==> config.mk <==
export PLATFORM = sky130hd
export DESIGN_NAME = sobel_et_fifo
export DESIGN_NICKNAME = d
export VERILOG_FILES = /design/src/rtl/sobel_et_fifo.sv
export SDC_FILE = /design/constraint.sdc
export NUM_CORES = 1
export LEC_CHECK = 0
export BUFFER_PORTS_ARGS = -buffer_cell sky130_fd_sc_hd__buf_2
export CAP_MARGIN = 0
export CORE_AREA = 2 2 72 74
export DETAILED_ROUTE_END_ITERATION = 6
export DIE_AREA = 0 0 74 76
export PLACE_DENSITY_LB_ADDON = 0.3
export SLEW_MARGIN = 10
export SYNTH_ARGS = -nofsm -noshare
export SYNTH_HDL_FRONTEND = slang
export SYNTH_SLANG_ARGS = --single-unit
==> constraint.sdc <==
create_clock -name clk -period 2.37 [get_ports clk]
set_input_delay 0.1185 -clock clk [delete_from_list [all_inputs] [get_ports clk]]
set_output_delay 0.1185 -clock clk [all_outputs]
set_load 0.03 [all_outputs]
==> src/rtl/sobel_et_fifo.sv <==
module sobel_et_fifo #(
  parameter int WIDTH = 8,
  parameter int DEPTH = 4
) (
  input  logic                       clk,
  input  logic                       rst_n,
  input  logic                       push,
  input  logic [WIDTH-1:0]           push_data,
  input  logic                       pop,
  output logic [WIDTH-1:0]           pop_data,
  output logic                       empty,
  output logic [$clog2(DEPTH+1)-1:0] count
);

  localparam int AW   = (DEPTH > 1) ? $clog2(DEPTH) : 1;
  localparam int CNTW = $clog2(DEPTH + 1);

  logic [WIDTH-1:0] mem [DEPTH];
  logic [AW-1:0]    wr_ptr_r, wr_ptr_nxt;
  logic [AW-1:0]    rd_ptr_r, rd_ptr_nxt;
  logic [CNTW-1:0]  count_r, count_nxt;
  logic             do_push, do_pop;

  // Beat qualification
  assign do_pop  = pop && (count_r != '0);
  assign do_push = push && ((count_r != CNTW'(DEPTH)) || do_pop);

  // Pointer and fill bookkeeping
  always_comb begin
    wr_ptr_nxt = wr_ptr_r;
    rd_ptr_nxt = rd_ptr_r;
    count_nxt  = count_r;
    if (do_push) begin
      wr_ptr_nxt = (wr_ptr_r == AW'(DEPTH - 1)) ? '0 : wr_ptr_r + AW'(1);
    end
    if (do_pop) begin
      rd_ptr_nxt = (rd_ptr_r == AW'(DEPTH - 1)) ? '0 : rd_ptr_r + AW'(1);
    end
    if (do_push && !do_pop) begin
      count_nxt = count_r + CNTW'(1);
    end else if (do_pop && !do_push) begin
      count_nxt = count_r - CNTW'(1);
    end
  end

  always_ff @(posedge clk) begin
    if (!rst_n) begin
      wr_ptr_r <= '0;
      rd_ptr_r <= '0;
      count_r  <= '0;
    end else begin
      wr_ptr_r <= wr_ptr_nxt;
      rd_ptr_r <= rd_ptr_nxt;
      count_r  <= count_nxt;
    end
  end

  // Storage
  always_ff @(posedge clk) begin
    if (do_push) begin
      mem[wr_ptr_r] <= push_data;
    end
  end

  assign pop_data = mem[rd_ptr_r];
  assign empty    = (count_r == '0);
  assign count    = count_r;

endmodule

# After elaboration in Yosys (flattened, before gate mapping)
# Memory sizes are Yosys's and may differ from the RTL's. A register that Yosys moved wholly into a read port is not among the register bits.
# Index checks and enable logic that the tools add are counted.
[totals] ff_bits=7 wordCells=29 latchBits=0 in_bits=12 ram_bits=32 mem_count=1 mem_bits_ro=0
[op_classes] shifts=0 div=0 bitwise_logic=0 n_reduce_logical=10 eq_ne=3 magnitude_cmp=0 n_mul=0 n_mux=8 n_addsub=4
[memory_table] name="mem" depth=4 width=8 read_ports=1 rd_clocked_by_memory_dff=1 wr=1 line_no="18" rtl="logic [WIDTH-1:0] mem [DEPTH];"
[ops] cell="two-way mux 2 bit" count=4
[ops] cell="two-way mux 3 bit" count=2
[ops] cell="adder 2 x 1 -> 2 bit, second input constant" count=2
[ops] cell="== test 2 bit, second input constant" count=2
[ops] cell="logical AND 1 bit" count=4
[ops] cell="adder 3 x 1 -> 3 bit, second input constant" count=1
[ops] cell="zero test 3 bit" count=1
[ops] cell="!= test 3 bit, second input constant" count=1
[ops] cell="nonzero test 3 bit" count=1
[ops] cell="subtractor 3 x 1 -> 3 bit, second input constant" count=1
[ops] cell="zero test 1 bit" count=2
[ops] cell="two-way mux 1 bit" count=2
[ops] cell="nonzero test 2 bit" count=1
[ops] cell="logical OR 1 bit" count=1

# Logic depth before layout (Yosys ltp)
[logic_depth] word_depth=8 depth_mapped=9 mapped_depth_nobuf=8

# Least setup slack after synthesis
# Ideal clock, no wire load.
[synth_path] kind="register -> register" start="register count_r[0], in the netlist count[0]" end="register count_r[2], in the netlist count[2]" path_stages_with_launch=8 setup_ps=76 path_buffers=0 path_slack_ps=137 arrival_ps=2158 t_required_ps=2294 cell_sequence="dfxtp_1 > o31ai_1 > ha_1 > inv_1 > fa_1 > xor2_1 > or3_1 > a21boi_0"
[synth_via] elab_chain_len=7 elab_cells_between_ends=14 classes_between="add/sub: 2; eq/ne: 1; mux: 2; reduce/logical: 9"
[synth_rtl] item="start, declared" line_no="21" rtl="logic [CNTW-1:0] count_r, count_nxt;"
[synth_rtl] item="start signal, assigned" line_no="54" rtl="count_r <= count_nxt;"
[synth_rtl] item="branches (longest 7 deep; another with subtractor 3 x 1 -> 3 bit)"
# Several ways; the timed one is not identified. The select of a mux whose other input is x is not followed.
# A chain may end at the register's enable or synchronous reset.

# Final worst setup path
[layout_path] start="register count_r[1], in the netlist count[1]" end="register count_r[2], in the netlist count[2]"
# Same word-level chain as after synthesis.

==> impl_metrics.env <==
export IMPL_finalSetupTns_ns=0
export IMPL_routed_wl_um=2800
export IMPL_outcome="completed"
export IMPL_synth_distinct_cells=25
export IMPL_clkPwrFrac=0.252
export IMPL_grt_overflow_total=0
export IMPL_path_delay_family="adder cells"
export IMPL_r2r_cells=7
export IMPL_clk_path_buf_depth=2
export IMPL_crit_arrival_ns=2.29
export IMPL_multiInputGateArea_um2=463
export IMPL_first_pass_iters=4
export IMPL_cell_internal_pwr_mw=1.45
export IMPL_pwr_share_seq=0.455
export IMPL_synth_seq_cells=41
export IMPL_required_ns=2.57
export IMPL_drv_slew=0
export IMPL_initial_core_util=0.333
export IMPL_ff_latch_area_um2=1140
export IMPL_irDropWorstVdd_mv=0.547
export IMPL_tightestPinTransition_ns=0.580
export IMPL_period_needed_ns=2.09
export IMPL_path_class="reg -> reg"
export IMPL_path_cells="o31ai_2 -> ha_1 -> inv_1 -> fa_1 -> xor2_1 -> or3_1 -> a21boi_0"
export IMPL_hold_path_class="in -> reg"
export IMPL_drive_above_1_share=0.361
export IMPL_grt_pass1_wl_um=4510
export IMPL_grt_max_degree=13
export IMPL_r2r_end="count[2]"
export IMPL_design_die_area_um2=5620
export IMPL_io_pins=24
export IMPL_crit_path_max_fanout=6
export IMPL_finalNetCount=140
export IMPL_io_buffers=23
export IMPL_grt_pass1_vias=903
export IMPL_place_inst=183
export IMPL_fill_cells=470
export IMPL_core_um2=4910
export IMPL_rows=26
export IMPL_clkTransAtPathRegs_ns=0.08
export IMPL_drt_first_iter_violations=37
export IMPL_fmax_mhz=478
export IMPL_worst_slack_ns=0.279
export IMPL_hold_depth=1
export IMPL_finClkSkew_ns=0.0101
export IMPL_crit_path_end_kind="register"
export IMPL_dp_slack_ns=0.154
export IMPL_antenna_found_initial=0
export IMPL_via_per_inst=4.38
export IMPL_setup_viol=0
export IMPL_hp_start="push_data[0]"
export IMPL_htreeDepth=2
export IMPL_worst_path_buf_inv=1
export IMPL_switching_power_uw=703
export IMPL_yosysTopAreaCell="edfxtp_1"
export IMPL_swShare=0.327
export IMPL_grt_usage=0.112
export IMPL_hpwl_um=1930
export IMPL_power_density_nw_per_um2=1110
export IMPL_wire_per_inst_um=14.6
export IMPL_r2r_setup_slack_ns=0.28
export IMPL_postRouteAntennaNets=0
export IMPL_synthCells=93
export IMPL_leakagePower_nw=0.703
export IMPL_cts_root_buf="clkbuf_8"
export IMPL_die_w_um=74
export IMPL_drv_cap=0
export IMPL_rsz0062_at_grt="no"
export IMPL_syn_area_um2=1640
export IMPL_final_hold_violation_count=0
export IMPL_die_y_um=76
export IMPL_clk_latency_ns=0.29
export IMPL_whs_endpoint="mem[0][0]"
export IMPL_drcViolationCount=0
export IMPL_worst_path_largest_cell_delay_ns=0.38
export IMPL_syn_area_per_cell_um2=17.6
export IMPL_ys_seq_area_frac=0.697
export IMPL_synth_warnings=0
export IMPL_final_cells=192
export IMPL_pwr_share_comb=0.293
export IMPL_slowest_stage="dfxtp_1"
export IMPL_synthTopCellsByArea="edfxtp_1 59%, dfxtp_1 11%, mux4_2 11%"
export IMPL_num_vias=841
export IMPL_area_growth_pct=18.6
export IMPL_cts_hold_buf=0
export IMPL_place_gp_congestion=0.640
export IMPL_cp_start_kind="register"
export IMPL_r2r_start="count[1]"
export IMPL_numClockSinks=41
export IMPL_netlist_area_leader_share=0.587
export IMPL_numCtsBuffers=5
export IMPL_max_slew_margin_rel=0.613
export IMPL_p_total_mw=2.15
export IMPL_antenna_cells=0
export IMPL_cts_tree="done"
export IMPL_post_route_period_util=0.882
export IMPL_syn_num_nets=112
## state kept, by name, indices dropped and copies added, names as in the netlist, named ones only
name      cells
count         3
mem          32
wr_ptr_r      2
rd_ptr_r      2
## kinds of logic (layout without fill, tap and decap cells)
family	count (synthesis)	after routing	synth area share
simple gates	18	18	0.0573
buf+inv	8	37	0.0237
xor+xnor	2	2	0.0107
flops	41	41	0.697
mux	11	11	0.128
compound gates	6	6	0.0252
fa+ha+maj	7	7	0.0581
## power by group through the flow
| stage | sequential, mW | clock [mW] | combinational [mW] |
|---|---|---|---|
| 6_report | 0.980 | 0.542 | 0.631 |
| 5_1_grt | 1.00 | 0.590 | 0.693 |
| 4_1_cts | 0.983 | 0.554 | 0.638 |
| 3_5_place_dp | 0.999 | 0 | 0.636 |
| 3_3_place_gp | 0.986 | 0 | 0.618 |
| 2_1_floorplan | 0.983 | 0 | 0.465 |
## routing by layer
metal	vias up	share of wire	track usage
li1	405	-	-
met1	411	0.40	0.116
met2	21	0.54	0.197
met3	4	0.050	0.0450
met4	0	0.012	0.0436
met5	-	0	0
## cells in the mapped netlist
library cell,number
edfxtp_1,32
dfxtp_1,9
mux4_2,8
ha_1,6
nand2_1,6
and2_2,4
inv_1,4
mux2i_1,3
o21ai_0,3
nand3_1,2
nor2_1,2
a21boi_0,1
and2_1,1
buf_1,1
buf_2,1
buf_6,1
clkbuf_1,1
fa_1,1
nor2b_1,1
nor3_1,1
o31ai_1,1
o41a_1,1
or3_1,1
xnor2_1,1
xor2_1,1
## worst max-delay path by stage
stage	startpoint	end	slack [ns]	cells after the start
after floorplan	count[0]	count[2]	0.14	7
after global placement	count[0]	count[2]	0.30	7
after detailed placement	count[1]	count[2]	0.15	7
after CTS	count[0]	count[2]	0.12	7
after global routing	count[0]	count[2]	0.12	7
final	count[1]	count[2]	0.28	7
## cell type report
class                           instances  share of cell area
Inverter                                4             0.00773
Multi-Input combinational cell         44               0.238
Clock buffer                            6              0.0373
Sequential cell                        41               0.587
Clock inverter                          2              0.0174
Tap cell                               70              0.0451
Timing Repair Buffer                   25              0.0670
## worst register-to-register path, delay by kind of cell, from the launching register on
family	cells	cell delay, ns
compound gates	2	0.50
flops	1	0.38
xor+xnor	1	0.15
buf+inv	1	0.06
fa+ha+maj	2	0.61
simple gates	1	0.30
## cell usage in the layout (no fill, tap or decap), drive strengths merged
cell / synthesis / layout
o41a: 1 / 1
edfxtp: 32 / 32
mux4: 8 / 8
or3: 1 / 1
nor3: 1 / 1
ha: 6 / 6
nor2b: 1 / 1
o31ai: 1 / 1
and2: 5 / 5
fa: 1 / 1
nand2: 6 / 6
bufinv: 0 / 1
mux2i: 3 / 3
xor2: 1 / 1
a21boi: 1 / 1
inv: 4 / 4
clkbuf: 1 / 6
dfxtp: 9 / 9
clkinv: 0 / 1
nor2: 2 / 2
nand3: 2 / 2
buf: 3 / 25
o21ai: 3 / 3
xnor2: 1 / 1
## metrics by stage
step                hold slack [ns]  instance area, um^2  utilization
floorplan                     0.217                 1640            -
global placement              0.334                 1820        0.371
detailed placement            0.340                 1820        0.371
CTS                          0.0351                 1930        0.393
global route                 0.0351                 1940        0.396
finish                       0.0406                 1940        0.396
## timing repair
action / in CTS / in global routing
resized for setup: 0 / 1
setup buffers: 0 / 1
endpoints found under the hold margin: 0 / 0
endpoints found under the setup margin: 0 / 1
Power figures use the tool's default switching activity.
