### src/rtl/sobel_et_pkg.sv
package sobel_et_pkg;

  // Field and register widths
  localparam int PIX_W  = 8;
  localparam int CFG_W  = 11;
  localparam int CFG_IW = 2;
  localparam int THR_W  = 8;

  // Register indexes on the configuration port
  localparam logic [CFG_IW-1:0] CFG_IMAGE_WIDTH    = 2'd0;
  localparam logic [CFG_IW-1:0] CFG_IMAGE_HEIGHT   = 2'd1;
  localparam logic [CFG_IW-1:0] CFG_EDGE_THRESHOLD = 2'd2;

  // Register reset values
  localparam logic [CFG_W-1:0] WIDTH_RESET  = 11'd1024;
  localparam logic [CFG_W-1:0] HEIGHT_RESET = 11'd1024;
  localparam logic [THR_W-1:0] THRESH_RESET = 8'd128;

  // Input commands
  localparam logic CMD_PIXEL = 1'b0;
  localparam logic CMD_FLUSH = 1'b1;

  // Result codes
  localparam logic [PIX_W-1:0] EDGE_ON  = 8'hFF;
  localparam logic [PIX_W-1:0] EDGE_OFF = 8'h00;

  // Queue sizes
  localparam int OPQ_DEPTH  = 4;
  localparam int OUTQ_DEPTH = 4;
  localparam int OPQ_CW     = $clog2(OPQ_DEPTH + 1);
  localparam int OUTQ_CW    = $clog2(OUTQ_DEPTH + 1);

  // Window update kinds handed from front to back
  typedef enum logic [1:0] {
    OP_SHIFT1,  // shift in column a
    OP_FILL3,   // load column a into all three slots
    OP_SHIFT2   // shift in column a, then column b
  } op_mode_t;

  // One window column: top, middle, bottom pixel
  typedef struct packed {
    logic [PIX_W-1:0] top;
    logic [PIX_W-1:0] mid;
    logic [PIX_W-1:0] bot;
  } col_t;

  // Work for the back end. dbl: emit, then shift in a copy of the right
  // column and emit again (last pixel of a row).
  typedef struct packed {
    op_mode_t mode;
    logic     dbl;
    logic     emit;
    logic     frame_end;
    logic     run_end;
    col_t     col_a;
    col_t     col_b;
  } op_t;

  typedef struct packed {
    logic [PIX_W-1:0] edge_value;
    logic             frame_end;
    logic             run_end;
  } res_t;

  typedef enum logic {
    FR_TAKE,
    FR_SECOND
  } fr_state_t;

endpackage

### src/rtl/sobel_et_back.sv
module sobel_et_back (
  input  logic                             clk,
  input  logic                             rst_n,
  input  logic [sobel_et_pkg::THR_W-1:0]   thresh,
  input  logic                             op_empty,
  input  sobel_et_pkg::op_t                op_head,
  output logic                             op_pop,
  input  logic [sobel_et_pkg::OUTQ_CW-1:0] outq_count,
  output logic                             outq_push,
  output sobel_et_pkg::res_t               outq_data
);

  import sobel_et_pkg::*;

  // Window slots are column-major: slot 3*col + row, col 0 on the left
  logic [PIX_W-1:0]   win_r [9];
  logic [PIX_W-1:0]   win_nxt [9];
  logic               phase_r, phase_nxt;
  logic [OUTQ_CW:0]   used;
  logic               go, first_half, second_half;
  logic               emit_fe, emit_re;

  logic [9:0]         sx_rgt, sx_lft, sy_b, sy_t;
  logic signed [11:0] gx, gy;
  logic signed [11:0] gx_r, gy_r;
  logic               g_valid_r, g_fe_r, g_re_r;
  logic [9:0]         ax, ay;
  logic [19:0]        sqx_r, sqy_r;
  logic               sq_valid_r, sq_fe_r, sq_re_r;
  logic [20:0]        mag2;
  logic [15:0]        t2;
  logic [19:0]        lim_r;

  // Credit: every result in flight has a slot waiting in the output queue
  assign used = {1'b0, outq_count} + (OUTQ_CW+1)'(g_valid_r) + (OUTQ_CW+1)'(sq_valid_r);
  assign go   = !op_empty && (used < (OUTQ_CW+1)'(OUTQ_DEPTH));

  assign first_half  = op_head.dbl && !phase_r;
  assign second_half = op_head.dbl && phase_r;
  assign op_pop      = go && !first_half;
  assign phase_nxt   = (go && op_head.dbl) ? !phase_r : phase_r;
  assign emit_fe     = op_head.frame_end && !first_half;
  assign emit_re     = op_head.run_end && !first_half;

  // Window update
  always_comb begin
    for (int i = 0; i < 9; i++) begin
      win_nxt[i] = win_r[i];
    end
    if (go) begin
      if (second_half) begin
        // replicate the right column
        for (int i = 0; i < 6; i++) begin
          win_nxt[i] = win_r[i+3];
        end
      end else begin
        case (op_head.mode)
          OP_SHIFT1: begin
            for (int i = 0; i < 6; i++) begin
              win_nxt[i] = win_r[i+3];
            end
            win_nxt[6] = op_head.col_a.top;
            win_nxt[7] = op_head.col_a.mid;
            win_nxt[8] = op_head.col_a.bot;
          end
          OP_FILL3: begin
            for (int i = 0; i < 3; i++) begin
              win_nxt[3*i]   = op_head.col_a.top;
              win_nxt[3*i+1] = op_head.col_a.mid;
              win_nxt[3*i+2] = op_head.col_a.bot;
            end
          end
          OP_SHIFT2: begin
            win_nxt[0] = win_r[6];
            win_nxt[1] = win_r[7];
            win_nxt[2] = win_r[8];
            win_nxt[3] = op_head.col_a.top;
            win_nxt[4] = op_head.col_a.mid;
            win_nxt[5] = op_head.col_a.bot;
            win_nxt[6] = op_head.col_b.top;
            win_nxt[7] = op_head.col_b.mid;
            win_nxt[8] = op_head.col_b.bot;
          end
          default: ;
        endcase
      end
    end
  end

  // Sobel gradients on the updated window
  assign sx_rgt = 10'(win_nxt[6]) + {1'b0, win_nxt[7], 1'b0} + 10'(win_nxt[8]);
  assign sx_lft = 10'(win_nxt[0]) + {1'b0, win_nxt[1], 1'b0} + 10'(win_nxt[2]);
  assign sy_b   = 10'(win_nxt[2]) + {1'b0, win_nxt[5], 1'b0} + 10'(win_nxt[8]);
  assign sy_t   = 10'(win_nxt[0]) + {1'b0, win_nxt[3], 1'b0} + 10'(win_nxt[6]);
  assign gx     = 12'(sx_rgt) - 12'(sx_lft);
  assign gy     = 12'(sy_b) - 12'(sy_t);

  always_ff @(posedge clk) begin
    if (!rst_n) begin
      for (int i = 0; i < 9; i++) begin
        win_r[i] <= '0;
      end
      phase_r    <= 1'b0;
      g_valid_r  <= 1'b0;
      sq_valid_r <= 1'b0;
    end else begin
      for (int i = 0; i < 9; i++) begin
        win_r[i] <= win_nxt[i];
      end
      phase_r    <= phase_nxt;
      g_valid_r  <= go && op_head.emit;
      sq_valid_r <= g_valid_r;
    end
  end

  // Magnitudes and squares
  assign ax = gx_r[11] ? 10'(-gx_r) : 10'(gx_r);
  assign ay = gy_r[11] ? 10'(-gy_r) : 10'(gy_r);

  always_ff @(posedge clk) begin
    gx_r    <= gx;
    gy_r    <= gy;
    g_fe_r  <= emit_fe;
    g_re_r  <= emit_re;
    sqx_r   <= ax * ax;
    sqy_r   <= ay * ay;
    sq_fe_r <= g_fe_r;
    sq_re_r <= g_re_r;
  end

  // Threshold limit 16*T^2, kept registered
  assign t2 = thresh * thresh;

  always_ff @(posedge clk) begin
    lim_r <= {t2, 4'b0000};
  end

  // Compare and hand to the output queue
  assign mag2 = {1'b0, sqx_r} + {1'b0, sqy_r};

  always_comb begin
    outq_data.edge_value = (mag2 >= {1'b0, lim_r}) ? EDGE_ON : EDGE_OFF;
    outq_data.frame_end  = sq_fe_r;
    outq_data.run_end    = sq_re_r;
  end

  assign outq_push = sq_valid_r;

endmodule

### config.mk
export PLATFORM = sky130hd
export DESIGN_NAME = sobel_et_back
export DESIGN_NICKNAME = d
export VERILOG_FILES = /design/src/rtl/sobel_et_pkg.sv /design/src/rtl/sobel_et_back.sv
export SDC_FILE = /design/constraint.sdc
export NUM_CORES = 1
export LEC_CHECK = 0
export CAP_MARGIN = 20
export CELL_PAD_IN_SITES_DETAIL_PLACEMENT = 1
export CELL_PAD_IN_SITES_GLOBAL_PLACEMENT = 1
export CORE_UTILIZATION = 46
export DETAILED_ROUTE_END_ITERATION = 10
export DONT_BUFFER_PORTS = 1
export PLACE_DENSITY_LB_ADDON = 0.1
export SYNTH_ARGS = -nofsm -noshare
export SYNTH_HDL_FRONTEND = slang
export SYNTH_SLANG_ARGS = --single-unit
### constraint.sdc
create_clock -name clk -period 5.6 [get_ports clk]
set_input_delay 0 -clock clk [delete_from_list [all_inputs] [get_ports clk]]
set_output_delay 0 -clock clk [all_outputs]
set_load 0.01 [all_outputs]
# Word level (Yosys, flattened, before mapping)
# Memories as Yosys holds them, arrays and structs flattened.
# Index checks and enable logic that the tools add are counted.
dict set report op_classes {
  reduce_logical 12
  n_bitwise 9
  n_lt_le_gt_ge 2
  mul 3
  n_addsub 15
  mux 18
  n_eq_ne 2
}
# cell n
set ops {}
lappend ops {{$pmux 72 s3} 1}
lappend ops {{$mux 8} 10}
lappend ops {{$mux 72} 1}
lappend ops {{$mux 48} 1}
lappend ops {{$add 10x8->10} 4}
lappend ops {{$add 8x9->10} 4}
lappend ops {{$mul 10x10->20} 2}
lappend ops {{$mux 24} 1}
lappend ops {{$sub 10x10->11} 2}
lappend ops {{$add 20x20->21} 1}
lappend ops {{$ge 21x20->1} 1}
lappend ops {{$mux 10} 2}
lappend ops {{$neg 10->10} 2}
lappend ops {{$mul 8x8->16} 1}
lappend ops {{$or 1x1->1} 9}
lappend ops {{$logic_and 1x1->1} 8}
lappend ops {{$add 3x1->4} 1}
lappend ops {{$add 4x1->4} 1}
lappend ops {{$lt 4x3->1 const B} 1}
lappend ops {{$logic_not 1->1} 3}
lappend ops {{$eq 2x1->1 const B} 1}
lappend ops {{$eq 2x2->1 const B} 1}
lappend ops {{$logic_not 2->1} 1}
lappend ops {{$mux 1} 2}
dict set report word_totals {
  input_bits 68
  ram_bits 72
  memories 1
  regBits 85
  out_inout_bits 12
  elab_cells 74
}
# memory words word_bits rd rd_clocked_by_memory_dff write_ports line
set memory_table {}
lappend memory_table {win_r 9 8 9 0 9 sobel_et_back.sv:16} ;# logic [PIX_W-1:0] win_r [9];

# Depth between registers and ports, before layout
dict set report depth {
  depth_word 8
  depth_mapped 27
  ltp_nobuf 26
}

# Worst setup path before layout
# No wires, ideal clock.
dict set report synth_path {
  path_type {flip-flop to flip-flop}
  start {register gy_r[0]}
  end {register sqy_r[17]}
  path_stages_with_launch 25
  arrival_time_ps 6115
  n_path_buf 1
  path_slack_ps -639
  required_ps 5477
  period_less_slack_ps 6239
  setup_time_ps 123
  cell_sequence {dfxtp_1 inv_1 ha_1 nand2_1 or3_1 o31a_1 xor2_1 nand2_1 fa_1 fa_1 inv_1 fa_1 fa_1 inv_1 fa_1 inv_1 ha_1 clkbuf_1 and2_1 o21ai_0 nand2b_1 a221o_1 a211oi_1 o21bai_1 xor2_1}
}
dict set report synth_via {
  elab_chain_len 3
}
# item line
set synth_lines {}
lappend synth_lines {{start, declared} sobel_et_back.sv:25} ;# logic signed [11:0] gx_r, gy_r;
lappend synth_lines {{start signal, assigned} sobel_et_back.sv:122} ;# gy_r <= gy;
lappend synth_lines {{$neg 10->10} sobel_et_back.sv:118} ;# assign ay = gy_r[11] ? 10'(-gy_r) : 10'(gy_r);
lappend synth_lines {{$mux 10 (*)} sobel_et_back.sv:118}
lappend synth_lines {{$mul 10x10->20 (*)} sobel_et_back.sv:126} ;# sqy_r <= ay * ay;
lappend synth_lines {{end signal, assigned} sobel_et_back.sv:126}
lappend synth_lines {{end, declared} sobel_et_back.sv:28} ;# logic [19:0] sqx_r, sqy_r;
# Every way passes the cells marked *; elsewhere a longest branch is shown, timed or not.
# A chain may end at the register's enable or synchronous reset.

# Worst setup path after layout
dict set report layout_path {
  start {register gy_r[1]}
  end {register sqy_r[17]}
}
# The elaborated chain is that of the path after synthesis.

==> results.py <==
metrics = {
    "floorplanning": {
        "dieHeight_um": 188,
        "dieArea_mm2": 0.0354,
        "initial_core_util": 0.472,
        "die_w_um": 188,
        "ioPinCount": 80,
        "core_mm2": 0.0338,
        "rows": 67,
    },
    "clocking": {
        "cts_buffers": 17,
        "path_clk_slew_ns": 0.08,
        "cts_max_path_buffers": 2,
        "htree_levels": 4,
        "cts_tree": "done",
        "clock-sinks": 154,
        "clk_latency_ns": 0.45,
        "root_buffer": "clkbuf_16",
    },
    "layout": {
        "fin_nets": 2434,
        "drive_gt1_frac": 0.194,
        "final_util": 0.575,
        "syn2layout_area_growth_pct": 22.0,
        "stdcell_area_mm2": 0.0194,
    },
    "logic_synthesis": {
        "synth_common_cells": "inv_1 (262), ha_1 (192), nor2_1 (186), fa_1 (178), dfxtp_1 (154)",
        "ys_warn_count": 0,
        "synthSimpleGateAreaFrac": 0.129,
        "yosys.area_share.xor_xnor": 0.0594,
        "synth_most_common_cell": "inv_1",
        "syn_inst": 1807,
        "syn_area_per_cell_um2": 8.82,
        "ys_ff_latch": 154,
        "synthMuxAreaShare": 0.00503,
        "yosys.area.top_type": "fa_1",
        "ys.flop_type": "dfxtp_1",
        "synth_edf_count": 0,
        "synth_seq_area_share": 0.194,
        "synth_compound_area_frac": 0.157,
        "synth_fa_ha_area_frac": 0.375,
        "ys_types": 71,
        "synth_top_family_by_area": "adder cells",
        "syn_nets": 2245,
        "synth.area.top_cells": "fa_1 (22%), dfxtp_1 (19%), ha_1 (15%)",
        "async_reset_ff_frac": 0,
        "synth_top_area_share": 0.224,
        "syn_area_mm2": 0.0159,
    },
    "global_routing": {
        "overflow": 0,
        "grt_antenna_before_repair": 0,
        "grt_pass1_vias": 14600,
        "grt_max_degree": 42,
        "grt_pass1_wl_um": 75200,
        "grt_use_total": 0.271,
    },
    "setup_path": {
        "worstPathRequired_ns": 5.93,
        "crit_chain": "inv_2, ha_4, nand2_2, or3_4, o31a_1, xor2_2, nand2_2, fa_1, fa_1, inv_1, fa_1, fa_1, inv_2, fa_2, inv_2, ha_4, nand2_2, o21ai_1, a41o_1, a221o_1, a211oi_2, o21bai_1, xor2_1",
        "critPathMaxFanout": 4,
        "start_kind": "flip-flop",
        "crit_path_frequent_cell": "fa_1",
        "crit_type": "flip-flop to flip-flop",
        "path_buf_inv": 4,
        "end_kind": "flip-flop",
        "critPathTopFamily": "adder cells",
        "cp_slowest_cell": "fa_2",
        "slowest_delay_ns": 0.54,
        "worst_ep_arrival_time_ns": 6.07,
    },
    "job": {
        "maxCapViolations": 0,
    },
    "routing": {
        "routed_wl_um": 47100,
        "drtPass1Iterations": 5,
        "ant_nets": 0,
        "avgViaCountPerCell": 5.45,
        "vias": 13400,
        "drt_iter0_drc": 604,
        "wl_per_cell_um": 19.1,
        "drc": 0,
    },
    "sta": {
        "max-slew-margin-rel": 0.325,
        "whs_ns": -0.0124,
        "hold_viol_final": 1,
        "finalSetupViolCount": 6,
        "fmax_mhz": 174,
        "slew_viol_final": 0,
        "fin_skew_ns": 0.0193,
        "tns_ns": -0.539,
        "period_share": 1.03,
        "rsz0062_at_grt": "true",
        "worst_slack_ns": -0.145,
        "worst_pin_slew_ns": 1.01,
        "final.min_clock_period_ns": 5.74,
    },
    "hold_path": {
        "min_path_type": "input port to flip-flop",
    },
    "run_status": {
        "violations": "hold timing, setup timing",
        "status": "finished, violations left",
    },
    "placed_design": {
        "hpwlAfterDp_um": 36000,
        "place_area_mm2": 0.0177,
        "port_buffers": 0,
        "preCtsSetupSlack_ns": -0.410,
        "place_congestion": 0.863,
    },
}
-- layer usage --
layer,up-vias,global-route usage,share of wire
met2,248,0.468,0.50
met3,73,0.0365,0.034
met1,6748,0.346,0.44
li1,6338,-,-
met5,-,0,0
met4,0,0.0929,0.028
-- path summary, 6_finish.rpt --
check         startpoint           end  slack [ns]  cells past startpoint
max reg2reg      gy_r[1]     sqy_r[17]       -0.14                     23
min reg2reg       g_re_r       sq_re_r        0.33                      0
max              gy_r[1]     sqy_r[17]       -0.14                     23
min          op_head[15]  win_r[0][63]       -0.01                      4
-- cell usage in the layout (no fill, tap or decap), types with 17 or more instances in the layout --
master and instances:
inv_1 249, buf_4 204, nor2_1 178, fa_1 173
ha_1 170, dfxtp_1 147, nand2_1 108, a21oi_1 97
o21ai_0 67, xnor2_1 64, and2_1 61, a22oi_1 32
a21o_1 30, xor2_1 30, a221oi_1 25, dlygate4sd3_1 25
o22ai_1 21, ha_4 17, clkbuf_16 17
-- metrics by stage --
stage | hold slack, ns | instances
3_3_place_gp | 0.0289 | 2371
4_1_cts | 0.000662 | 2447
6_report | -0.0124 | 2458
5_1_grt | 0.0298 | 2457
2_1_floorplan | 0.0277 | 1807
3_5_place_dp | 0.0289 | 2371
-- worst register-to-register path: stages, from the launching register on --
cell,delay (ns)
dfxtp_2,0.32
inv_2,0.08
ha_4,0.14
nand2_2,0.05
or3_4,0.38
o31a_1,0.30
xor2_2,0.22
nand2_2,0.11
fa_1,0.48
fa_1,0.50
inv_1,0.05
fa_1,0.45
fa_1,0.51
inv_2,0.05
fa_2,0.54
inv_2,0.05
ha_4,0.22
nand2_2,0.06
o21ai_1,0.05
a41o_1,0.23
a221o_1,0.37
a211oi_2,0.22
o21bai_1,0.10
xor2_1,0.14
-- layout make-up --
type / instances / area [µm²]
Timing Repair Buffer: 240 / 1920
Multi-Input combinational cell: 1317 / 12300
Clock buffer: 18 / 429
Antenna cell: 1 / 2.50
Clock inverter: 14 / 165
Inverter: 266 / 1000
Sequential cell: 154 / 3100
Fill cell: 3901 / 14400
Tap cell: 448 / 561
-- state kept, by name, indices dropped and copies added (netlist names), 11 cells and up --
signal / cells
gx_r: 11
lim_r: 15
sqy_r: 19
sqx_r: 19
gy_r: 11
win_r: 72
-- cell families after synthesis --
group,count (synthesis)
buf+inv,336
flops,154
simple gates,451
mux,6
fa+ha+maj,370
compound gates,382
xor+xnor,108
-- repair_timing --
| item | CTS | global route |
|---|---|---|
| hold buffers | 26 | 0 |
| gates cloned | 0 | 1 |
| gates resized for setup | 60 | 73 |
| setup endpoints to repair | 18 | 25 |
| setup buffers | 18 | 13 |
| hold endpoints to repair | 58 | 0 |
| pin swaps | 63 | 52 |
Power is not shown: default switching activity piles up to over one toggle a cycle in this logic, so the estimate is an artifact.
